## src/rtl/shm_pkg.sv

```systemverilog
// ----------------------------------------------------------------------------
// shm_pkg: shared types and constants of the sensor health monitor
// Status codes, register map, configuration, state and result structs.
// ----------------------------------------------------------------------------
`default_nettype none

package shm_pkg;

  // Widest sample in bytes
  localparam int unsigned MAX_BYTES = 4;

  localparam int unsigned DataW  = 32;
  localparam int unsigned AddrW  = 5;
  localparam int unsigned BpsW   = 3;
  localparam int unsigned RetryW = 8;
  localparam int unsigned CountW = 16;

  typedef enum logic [2:0] {
    ST_OK      = 3'd0,
    ST_NAK     = 3'd1,
    ST_BUS_ERR = 3'd2,
    ST_NO_DATA = 3'd3,
    ST_UNKNOWN = 3'd4
  } bus_status_e;

  // Register word index (paddr[4:2])
  typedef enum logic [2:0] {
    REG_BYTES_PER_SAMPLE  = 3'd0,
    REG_NAK_RETRY_LIMIT   = 3'd1,
    REG_RANGE_LOW         = 3'd2,
    REG_RANGE_HIGH        = 3'd3,
    REG_STUCK_THRESHOLD   = 3'd4,
    REG_DROPOUT_THRESHOLD = 3'd5
  } reg_index_e;

  typedef struct packed {
    logic [BpsW-1:0]         bytes_per_sample;
    logic [RetryW-1:0]       nak_retry_limit;
    logic signed [DataW-1:0] range_low;
    logic signed [DataW-1:0] range_high;
    logic [CountW-1:0]       stuck_threshold;
    logic [CountW-1:0]       dropout_threshold;
  } shm_cfg_t;

  typedef struct packed {
    logic bus_error;
    logic nak;
    logic dropout;
    logic range;
    logic stuck;
  } shm_faults_t;

  typedef struct packed {
    shm_faults_t             faults;
    logic signed [DataW-1:0] last_accepted;
    logic                    have_accepted;
    logic [CountW-1:0]       nodata_count;
    logic [CountW-1:0]       repeat_count;
    logic [RetryW-1:0]       attempt_count;
  } shm_state_t;

  typedef struct packed {
    logic retry_request;
    logic publish;
  } shm_result_t;

endpackage

`default_nettype wire

```

## src/rtl/sensor_health_monitor.sv

```systemverilog
// ----------------------------------------------------------------------------
// sensor_health_monitor: bus read health tracker for one sensor
// Input word register, combinational evaluation, state and result registers.
// ----------------------------------------------------------------------------
// Each accepted word is one bus read attempt (status plus right-aligned raw
// bytes) and yields exactly one result word. The block sustains one word per
// cycle while out_stall_i is low: a word lands in the input register, is
// evaluated in one pass against the health state and moves into the result
// register when that register is empty or being taken. The input register
// keeps taking one more word while a result is stalled, so the input side
// only stalls when both registers are full. The fault flags, good_value_o
// and value_valid_o shown with a result are the monitor state after that
// word; retry_request_o asks the bus side for another attempt, publish_o
// marks a newly accepted in-range sample. Write configuration only while
// no word is in flight; reads of the registers return their values.
// ----------------------------------------------------------------------------
`default_nettype none

module sensor_health_monitor (
  input  wire logic                      clk_i,
  input  wire logic                      rst_ni,
  // configuration port
  input  wire logic                      psel,
  input  wire logic                      penable,
  input  wire logic                      pwrite,
  input  wire logic [shm_pkg::AddrW-1:0] paddr,
  input  wire logic [shm_pkg::DataW-1:0] pwdata,
  output logic      [shm_pkg::DataW-1:0] prdata,
  output logic                           pready,
  // attempt words
  input  wire logic                      in_valid_i,
  output logic                           in_stall_o,
  input  wire logic [2:0]                bus_status_i,
  input  wire logic [shm_pkg::DataW-1:0] raw_bytes_i,
  // result words
  output logic                           out_valid_o,
  input  wire logic                      out_stall_i,
  output logic                           retry_request_o,
  output logic                           healthy_o,
  output logic                           fault_bus_error_o,
  output logic                           fault_nak_o,
  output logic                           fault_dropout_o,
  output logic                           fault_range_o,
  output logic                           fault_stuck_o,
  output logic signed [shm_pkg::DataW-1:0] good_value_o,
  output logic                           value_valid_o,
  output logic                           publish_o
);
  import shm_pkg::*;

  shm_cfg_t    cfg;
  shm_state_t  state_q, state_d;
  shm_result_t result_d, result_q;

  logic             in_valid_q, in_valid_d;
  logic [2:0]       bus_status_q;
  logic [DataW-1:0] raw_bytes_q;
  logic             out_valid_q, out_valid_d;
  logic             load_in;
  logic             advance;

  shm_cfg_regs u_cfg (
    .clk_i   (clk_i),
    .rst_ni  (rst_ni),
    .psel    (psel),
    .penable (penable),
    .pwrite  (pwrite),
    .paddr   (paddr),
    .pwdata  (pwdata),
    .prdata  (prdata),
    .pready  (pready),
    .cfg_o   (cfg)
  );

  shm_eval u_eval (
    .cfg_i        (cfg),
    .state_i      (state_q),
    .bus_status_i (bus_status_q),
    .raw_bytes_i  (raw_bytes_q),
    .state_o      (state_d),
    .result_o     (result_d)
  );

  // Move the held word on when the result register is empty or being taken
  assign advance    = in_valid_q & (~out_valid_q | ~out_stall_i);
  // Stall input only when the held word cannot move on
  assign in_stall_o = in_valid_q & ~advance;
  assign load_in    = in_valid_i & ~in_stall_o;

  always_comb begin
    if (load_in) begin
      in_valid_d = 1'b1;
    end else if (advance) begin
      in_valid_d = 1'b0;
    end else begin
      in_valid_d = in_valid_q;
    end
  end

  // Hold a stalled result, drop it once taken
  assign out_valid_d = advance | (out_valid_q & out_stall_i);

  always_ff @(posedge clk_i or negedge rst_ni) begin
    if (!rst_ni) begin
      in_valid_q  <= 1'b0;
      out_valid_q <= 1'b0;
      state_q     <= '0;
    end else begin
      in_valid_q  <= in_valid_d;
      out_valid_q <= out_valid_d;
      if (advance) begin
        state_q <= state_d;
      end
    end
  end

  always_ff @(posedge clk_i) begin
    if (load_in) begin
      bus_status_q <= bus_status_i;
      raw_bytes_q  <= raw_bytes_i;
    end
    if (advance) begin
      result_q <= result_d;
    end
  end

  // State changes only when a result loads, so it stands for that result
  assign out_valid_o       = out_valid_q;
  assign retry_request_o   = result_q.retry_request;
  assign publish_o         = result_q.publish;
  assign fault_bus_error_o = state_q.faults.bus_error;
  assign fault_nak_o       = state_q.faults.nak;
  assign fault_dropout_o   = state_q.faults.dropout;
  assign fault_range_o     = state_q.faults.range;
  assign fault_stuck_o     = state_q.faults.stuck;
  assign healthy_o         = (state_q.faults == '0);
  assign good_value_o      = state_q.last_accepted;
  assign value_valid_o     = state_q.have_accepted;

endmodule

`default_nettype wire

```

## src/rtl/shm_cfg_regs.sv

```systemverilog
// ----------------------------------------------------------------------------
// shm_cfg_regs: configuration register file
// APB-style write and read of the six monitor settings.
// ----------------------------------------------------------------------------
`default_nettype none

module shm_cfg_regs (
  input  wire logic                       clk_i,
  input  wire logic                       rst_ni,
  input  wire logic                       psel,
  input  wire logic                       penable,
  input  wire logic                       pwrite,
  input  wire logic [shm_pkg::AddrW-1:0]  paddr,
  input  wire logic [shm_pkg::DataW-1:0]  pwdata,
  output logic      [shm_pkg::DataW-1:0]  prdata,
  output logic                            pready,
  output shm_pkg::shm_cfg_t               cfg_o
);
  import shm_pkg::*;

  // One byte per sample, everything else clear
  localparam shm_cfg_t CfgReset = '{
    bytes_per_sample:  BpsW'(1),
    nak_retry_limit:   '0,
    range_low:         '0,
    range_high:        '0,
    stuck_threshold:   '0,
    dropout_threshold: '0
  };

  shm_cfg_t   cfg_q, cfg_d;
  reg_index_e reg_idx;
  logic       wr_en;

  assign reg_idx = reg_index_e'(paddr[AddrW-1:2]);
  assign wr_en   = psel & penable & pwrite;
  assign pready  = 1'b1;
  assign cfg_o   = cfg_q;

  always_comb begin
    cfg_d = cfg_q;
    if (wr_en) begin
      unique case (reg_idx)
        REG_BYTES_PER_SAMPLE:  cfg_d.bytes_per_sample  = pwdata[BpsW-1:0];
        REG_NAK_RETRY_LIMIT:   cfg_d.nak_retry_limit   = pwdata[RetryW-1:0];
        REG_RANGE_LOW:         cfg_d.range_low         = $signed(pwdata);
        REG_RANGE_HIGH:        cfg_d.range_high        = $signed(pwdata);
        REG_STUCK_THRESHOLD:   cfg_d.stuck_threshold   = pwdata[CountW-1:0];
        REG_DROPOUT_THRESHOLD: cfg_d.dropout_threshold = pwdata[CountW-1:0];
        default: ;
      endcase
    end
  end

  always_comb begin
    unique case (reg_idx)
      REG_BYTES_PER_SAMPLE:  prdata = DataW'(cfg_q.bytes_per_sample);
      REG_NAK_RETRY_LIMIT:   prdata = DataW'(cfg_q.nak_retry_limit);
      REG_RANGE_LOW:         prdata = cfg_q.range_low;
      REG_RANGE_HIGH:        prdata = cfg_q.range_high;
      REG_STUCK_THRESHOLD:   prdata = DataW'(cfg_q.stuck_threshold);
      REG_DROPOUT_THRESHOLD: prdata = DataW'(cfg_q.dropout_threshold);
      default:               prdata = '0;
    endcase
  end

  always_ff @(posedge clk_i or negedge rst_ni) begin
    if (!rst_ni) begin
      cfg_q <= CfgReset;
    end else begin
      cfg_q <= cfg_d;
    end
  end

endmodule

`default_nettype wire

```

## src/rtl/shm_eval.sv

```systemverilog
// ----------------------------------------------------------------------------
// shm_eval: per-attempt evaluation
// Retry control, byte decode, range and stuck checks, dropout counting.
// ----------------------------------------------------------------------------
`default_nettype none

module shm_eval (
  input  wire shm_pkg::shm_cfg_t           cfg_i,
  input  wire shm_pkg::shm_state_t         state_i,
  input  wire logic [2:0]                  bus_status_i,
  input  wire logic [shm_pkg::DataW-1:0]   raw_bytes_i,
  output shm_pkg::shm_state_t              state_o,
  output shm_pkg::shm_result_t             result_o
);
  import shm_pkg::*;

  localparam int unsigned NbW = BpsW;

  bus_status_e             status;
  logic [RetryW:0]         tries;
  logic [NbW-1:0]          nbytes;
  logic [DataW-1:0]        value_u;
  logic signed [DataW-1:0] value;
  logic                    in_range;
  logic                    same_value;
  logic [CountW-1:0]       rep_next;
  logic [CountW-1:0]       nodata_next;

  assign status = bus_status_e'(bus_status_i);
  assign tries  = {1'b0, state_i.attempt_count} + (RetryW+1)'(1);

  // Clamp the byte count to 1..MAX_BYTES
  always_comb begin
    if (cfg_i.bytes_per_sample == '0) begin
      nbytes = NbW'(1);
    end else if (cfg_i.bytes_per_sample > NbW'(MAX_BYTES)) begin
      nbytes = NbW'(MAX_BYTES);
    end else begin
      nbytes = cfg_i.bytes_per_sample;
    end
  end

  // Keep only the low nbytes bytes
  always_comb begin
    for (int k = 0; k < DataW / 8; k++) begin
      value_u[8*k +: 8] = (NbW'(k) < nbytes) ? raw_bytes_i[8*k +: 8] : 8'h00;
    end
  end

  assign value      = $signed(value_u);
  assign in_range   = (value >= cfg_i.range_low) && (value <= cfg_i.range_high);
  assign same_value = state_i.have_accepted && (value == state_i.last_accepted);

  always_comb begin
    if (!same_value) begin
      rep_next = '0;
    end else if (state_i.repeat_count < cfg_i.stuck_threshold) begin
      rep_next = state_i.repeat_count + CountW'(1);
    end else begin
      rep_next = state_i.repeat_count;
    end
  end

  assign nodata_next = (state_i.nodata_count < cfg_i.dropout_threshold)
                     ? state_i.nodata_count + CountW'(1) : state_i.nodata_count;

  always_comb begin
    state_o  = state_i;
    result_o = '0;
    state_o.attempt_count = '0;
    unique case (status)
      ST_NAK: begin
        if (tries <= {1'b0, cfg_i.nak_retry_limit}) begin
          state_o.attempt_count  = tries[RetryW-1:0];
          result_o.retry_request = 1'b1;
        end else begin
          state_o.faults.nak = 1'b1;
        end
      end
      ST_OK: begin
        state_o.faults.bus_error = 1'b0;
        state_o.faults.nak       = 1'b0;
        state_o.faults.dropout   = 1'b0;
        state_o.nodata_count     = '0;
        if (!in_range) begin
          state_o.faults.range = 1'b1;
        end else begin
          state_o.faults.range  = 1'b0;
          state_o.repeat_count  = rep_next;
          state_o.faults.stuck  = (rep_next >= cfg_i.stuck_threshold);
          state_o.last_accepted = value;
          state_o.have_accepted = 1'b1;
          result_o.publish      = 1'b1;
        end
      end
      ST_NO_DATA: begin
        state_o.nodata_count = nodata_next;
        if (nodata_next >= cfg_i.dropout_threshold) begin
          state_o.faults.dropout = 1'b1;
        end
      end
      default: begin
        state_o.faults.bus_error = 1'b1;
      end
    endcase
  end

endmodule

`default_nettype wire

```

## config.mk

```make
export PLATFORM = sky130hd
export DESIGN_NAME = sensor_health_monitor
export DESIGN_NICKNAME = d
export VERILOG_FILES = /design/src/rtl/shm_pkg.sv /design/src/rtl/sensor_health_monitor.sv /design/src/rtl/shm_cfg_regs.sv /design/src/rtl/shm_eval.sv
export SDC_FILE = /design/constraint.sdc
export NUM_CORES = 1
export LEC_CHECK = 0
export BUFFER_PORTS_ARGS = -buffer_cell sky130_fd_sc_hd__buf_2
export CAP_MARGIN = 20
export CORE_MARGIN = 2
export CORE_UTILIZATION = 64
export DETAILED_ROUTE_END_ITERATION = 8
export PLACE_DENSITY = 0.94
export SETUP_SLACK_MARGIN = 0.5
export SLEW_MARGIN = 20
export SYNTH_ARGS = -nofsm -noshare
export SYNTH_HDL_FRONTEND = slang
export SYNTH_SLANG_ARGS = --single-unit
```

## constraint.sdc

```tcl
create_clock -name clk_i -period 6.8 [get_ports clk_i]
set_input_delay 1.02 -clock clk_i [delete_from_list [all_inputs] [get_ports clk_i]]
set_output_delay 1.02 -clock clk_i [all_outputs]
set_load 0.005 [all_outputs]
```

-- Yosys cells after proc, flatten, opt, wreduce, memory -nomap -nowiden
Cells that the tools add are included.
W data, S select, Z words.
- add/subtract/negate cells: 3
- magnitude comparators: 12
- eq/ne operators: 10
- multiplexer cells: 23
- bitwise operators: 13
- reduce and logical (&&, ||, !) cells: 22
- operators by type and width (kind ; count):
    $pmux W32 S6 ; 1
    $mux W16 ; 3
    $mux W8 ; 6
    $add A16 B1 Y16 const B ; 2
    $eq A32 B32 Y1 ; 1
    $ge A16 B16 Y1 ; 2
    $ge A32 B32 Y1 ; 1
    $le A32 B32 Y1 ; 1
    $lt A16 B16 Y1 ; 2
    $pmux W16 S2 ; 1
    $reduce_and A2 Y1 ; 9
    $add A8 B1 Y9 const B ; 1
    $eq A3 B2 Y1 const B ; 3
    $le A9 B8 Y1 ; 1
    $logic_not A3 Y1 ; 3
    $reduce_and A3 Y1 ; 3
    $mux W1 ; 7
    $and A1 B1 Y1 ; 6
    $eq A3 B1 Y1 const B ; 2
    $eq A3 B3 Y1 const B ; 2
    $lt A1 B3 Y1 const A ; 2
    $lt A2 B3 Y1 const A ; 2
    $mux W3 ; 2
    $pmux W1 S2 ; 3
    9 further kinds ; 17
- flip-flop bits (word level): 224
- input port bits: 79
- output and inout bits: 76
- word-level logic and storage cells: 105

-- Longest topological paths before layout
- word-level depth: 9
- gate-level depth with buffers: 21
- mapped depth without buffers: 21

-- Cells and area by module
Synthesis repeated with hierarchy kept, for this count alone.
- cells, all modules: 1496
- area, all modules: 15461.1 um^2
- modules (own cells, without submodules) (module ; times used ; cells an instance ; area an instance (um^2) ; seq. area each (um^2)):
    shm_eval ; 1 ; 911 ; 6164.7 ; 0.0
    shm_cfg_regs ; 1 ; 342 ; 4938.5 ; 2678.8
    sensor_health_monitor ; 1 ; 243 ; 4357.9 ; 3113.0

-- Least setup slack after synthesis
OpenSTA, ideal clock, no wires.
- path type: register to register
- start point: register u_cfg.cfg_q (netlist bit u_cfg.cfg_o[25])
- end point: register state_q (netlist bit fault_stuck_o)
- library setup time: 137 ps
- arrival: 3762 ps
- data required time: 6663 ps
- slack: 2900 ps
- cell stages (with the launch flop): 20
- buffers on the path: 0
- period minus slack after synthesis: 3900 ps
- cells stage by stage: dfrtp_1 inv_1 ha_1 a21o_1 a211oi_1 nor2_1 a2111oi_0 o221a_2 nand3_1 or3_1 a21oi_1 ha_1 nor2b_1 o21ai_0 nand2b_1 a21oi_1 nor2b_1 o31a_1 o21ai_0 a31oi_1
- word-level cells in the longest chain between the ends: 4
- RTL lines (element ; line ; RTL):
    from (decl) ; shm_cfg_regs.sv:31 ; shm_cfg_t cfg_q, cfg_d;
    from (signal assigned) ; shm_cfg_regs.sv:69 ; cfg_q <= CfgReset;
    from (signal assigned) ; shm_cfg_regs.sv:71 ; cfg_q <= cfg_d;
    $lt A16 B16 Y1 ; shm_eval.sv:57 ; end else if (state_i.repeat_count < cfg_i.stuck_threshold) begin
    $mux W16 ; shm_eval.sv:57 ;
    $mux W16 ; shm_eval.sv:55 ; if (!same_value) begin
    via u_eval.rep_next[10] ; shm_eval.sv:26 ; logic [CountW-1:0] rep_next;
    $ge A16 B16 Y1 ; shm_eval.sv:90 ; state_o.faults.stuck = (rep_next >= cfg_i.stuck_threshold);
    to (signal assigned) ; sensor_health_monitor.sv:112 ; state_q <= state_d;
    to (decl) ; sensor_health_monitor.sv:52 ; shm_state_t state_q, state_d;
The timed path passes the listed nets, and every way through them passes these cells.
A chain may end at the register's enable or synchronous reset.

-- Worst setup path after layout
- start point: register u_cfg.cfg_q (netlist bit u_cfg.cfg_o[106])
- end point: register state_q[16] in the netlist's numbering
- word-level cells in the longest chain between the ends: 8
- elaborated cells on any way between the ends: 19
- classes of those cells: order compare (7); eq/ne (1); mux (7); reduce/logical (4)
- RTL lines (element ; line ; RTL):
    $gt A3 B3 Y1 ; shm_eval.sv:36 ; end else if (cfg_i.bytes_per_sample > NbW'(MAX_BYTES)) begin
    $mux W3 ; shm_eval.sv:36 ;
    $mux W3 * ; shm_eval.sv:34 ; if (cfg_i.bytes_per_sample == '0) begin
    $lt A2 B3 Y1 * ; shm_eval.sv:46 ; value_u[8*k +: 8] = (NbW'(k) < nbytes) ? raw_bytes_i[8*k +: 8] : 8'h00;
    $mux W8 * ; shm_eval.sv:46 ;
    via u_eval.value[23] ; shm_eval.sv:23 ; logic signed [DataW-1:0] value;
    $ge A32 B32 Y1, or another cell as far along ; shm_eval.sv:51 ; assign in_range = (value >= cfg_i.range_low) && (value <= cfg_i.range_high);
    $logic_and A1 B1 Y1 (on tied branches) ; shm_eval.sv:51, shm_eval.sv:52 ;
    $reduce_and A3 Y1 (no source line) / $mux W16 (equally long branches) ; n/a ;
The timed path passes the listed nets; every way through them passes the cells marked *.

==> results.cfg <==
[run_status]
status = finished clean

[route]
drc = 0
vias_per_cell = 6.478
routedWlPerCell_um = 20.61
ant_nets = 0
routed_wl_mm = 39.48
drtIter0Drc = 1399
firstDrtPassIters = 6
num_vias = 12410

[min_path]
worstHoldStart = in_valid_q
hold_end = out_valid_o
hp-class = flop to flop
whs_path_depth = 1

[finish]
syn2layout_area_growth_pct = 11.30
fin_util = 0.7320
drive_above_1_share = 0.1476
fin_nets = 1836
final_area_um2 = 15480

[logic_synthesis]
synth_simple_gate_area_frac = 0.1573
synth_flop_cell = dfrtp_1
yosys_warnings = 0
synth_area_um2 = 13910
syn_area_per_cell_um2 = 9.129
yosysUniqueCellTypes = 65
synth_xor_xnor_area_share = 0.03273
async_flop_share = 0.8348
ys_ff_latch = 224
yosysSeqAreaShare = 0.4163
synthMuxAreaShare = 0.05126
synth-edff-count = 37
synthCells = 1524
syn-num-nets = 1740
synth_compound_area_frac = 0.1493
yosys.area_share.adder = 0.1232
synth_top_family_by_area = simple AND/OR/NAND/NOR gates

[timing]
period_minus_slack_ps = 5179
tns_ps = 0
relSlewSlack = 0.2283
grt_setup_unrepaired = no
hold_violations = 0
period_share = 0.7616
finalSetupViolCount = 0
drv_slew = 0
setup_ws_ps = 1621
clock.fmax_mhz = 193.1
worst_pin_slew_ps = 1157
fin_worst_skew_ps = 11.17

[pwr]
p_total_mw = 4.327
ir_drop_mv = 0.2255
power_density_nw_per_um2 = 279.4
leakage_nw = 7.638

[worst_setup_path]
r2r_cells = 12
worstSetupEndpointType = flop
critPathLaunchType = flop
crit_start = u_cfg.cfg_o[106]
crit_path_frequent_cell = nand2_1
regToRegSetupSlack_ps = 1620
critPathMaxStageDelay_ps = 770
crit_arrival_ps = 5600
path_cells = a21oi_1 > nor2b_1 > ha_1 > nand3_1 > nor4_1 > nand2_1 > o311ai_0 > mux2i_1 > nor3_4 > buf_4 > nand2_1 > o31ai_1
crit_required_ps = 7220
path_buf_inv = 1
crit_type = flop to flop
slowest_stage = a21oi_1
critPathTopFamily = simple AND/OR/NAND/NOR gates
r2r_end = state_q[16]
reg2reg_from = u_cfg.cfg_o[106]
worstPathMaxFanout = 39

[clock_network]
cts_setup_buffers = 0
cts_tree = built
ctsResizeCount = 0
clockRootBuffer = clkbuf_16
clk_pin_slew_worst_paths_ps = 60
clkSinkCount = 224
cts_max_level = 1
clkLatencyLatePin_ps = 540
cts_made_buffers = 26
holdBufCountCts = 0
clk_path_buf_depth = 3

[floorplanning]
die_w_um = 151.4
start_util = 0.6577
die-area_um2 = 22940
io_pins = 155
fp.coreArea_um2 = 21150
die_h_um = 151.4
num_rows = 53

[grt]
grt.overflow.total = 0
antenna_found_initial = 1
grt_pass1_wl_mm = 62.51
grt_use_total = 0.3480
grt_max_degree = 112
grt_pass1_vias = 12340

[placed_design]
hpwl_mm = 26.96
portBuffers = 151
pre_cts_slack_ps = 1595
gp_congestion = 0.9541
place_area_um2 = 14640

[flow_run]
cap_violations = 0
## state kept, by name, summed over array words and instances, names as in the netlist
register and count:
u_cfg.cfg_o 107, state_q 40, good_value_o 32, raw_bytes_q 32, bus_status_q 3, fault_bus_error_o 1, fault_dropout_o 1, fault_nak_o 1
fault_range_o 1, fault_stuck_o 1, in_valid_q 1, out_valid_o 1, publish_o 1, retry_request_o 1, value_valid_o 1
## placed cells by master (no fill, tap or decap), types with 14 or more instances in the layout
master,instances
clkbuf_16,27
nor2b_1,29
a21o_1,18
nand3_1,28
a31oi_1,19
dfrtp_1,186
inv_1,124
o21ai_0,152
o22ai_1,19
xor2_1,23
o31ai_1,14
edfxtp_1,37
xnor2_1,29
nand4_1,26
buf_2,150
a21oi_1,58
ha_1,137
o21ai_1,14
mux2i_1,42
mux2_2,20
nor2_1,64
nand2_1,240
## per-layer routing
metal | global-route usage | share of wire | up-vias
met1 | 0.4398 | 0.37 | 5895
met4 | 0.2112 | 0.070 | 0
met3 | 0.06295 | 0.10 | 227
met2 | 0.5584 | 0.46 | 802
li1 | - | - | 5488
met5 | 0 | 0 | -
## how the worst max path moves through the flow
stage	endpoint	slack [ps]	depth (start not counted)
2_1_floorplan	fault_stuck_o	2900	19
3_3_place_gp	good_value_o[26]	1690	13
4_1_cts	good_value_o[0]	1520	13
6_report	state_q[16]	1620	12
3_5_place_dp	good_value_o[0]	1590	13
5_1_grt	state_q[9]	1360	12
## synthesized netlist by cell type, drive strengths merged, types with 14 or more instances
cell type,instances,area [um2]
o31ai,14,105.1
nand2,240,900.9
and2,14,87.58
nor3,17,95.09
o22ai,20,125.1
dfrtp,186,4654
nor2,66,247.7
mux2,20,225.2
ha,137,1714
clkbuf,52,195.2
nand3,28,140.1
xor2,23,201.4
o21ai,169,857.1
buf,44,305.3
mux2i,42,420.4
nand4,26,162.7
nor2b,29,181.4
a21o,18,135.1
edfxtp,37,1111
a21oi,58,290.3
xnor2,29,254.0
inv,124,465.5
a31oi,19,118.9
## layout make-up
| type | instances | area, um2 |
|---|---|---|
| inverters | 125 | 469.2 |
| flip-flops and latches | 224 | 5792 |
| diodes | 1 | 2.502 |
| clock inverters | 12 | 90.09 |
| repair buffers | 164 | 862.1 |
| fillers | 1368 | 5669 |
| multi-input cells | 1079 | 7186 |
| well taps | 275 | 344.1 |
| clock buffers | 36 | 739.5 |
## worst reg2reg max path: cells and delay by family (launching register included)
kind | cells | cell delay, ps
buffers and inverters | 1 | 480
muxes | 1 | 360
adders and majority gates | 1 | 430
and+or+nand+nor | 6 | 1660
AOI/OAI and AO/OA | 3 | 1580
DFF | 1 | 570
## per-stage QoR
| stage | instances | hold slack, ps |
|---|---|---|
| 2_1_floorplan | 1524 | 457.4 |
| 3_3_place_gp | 1867 | 466.7 |
| 3_5_place_dp | 1867 | 499.1 |
| 4_1_cts | 1915 | 508.3 |
| 5_1_grt | 1916 | 532.1 |
| 6_report | 1916 | 504.5 |
## power breakdown
group,switching (mW),internal (mW)
sequential,0.184,1.59
combinational,0.715,0.469
clock,0.568,0.796
total,1.47,2.86
## cell families (layout without fill, tap and decap cells)
logic type,after synthesis,after routing
AOI/OAI and AO/OA,349,349
xor gates and xnor gates,52,52
adders and majority gates,137,137
buffers and inverters,221,337
DFF,224,224
muxes,65,65
other,1,2
and+or+nand+nor,475,475
Note: power is estimated with default switching activity, not from simulation.
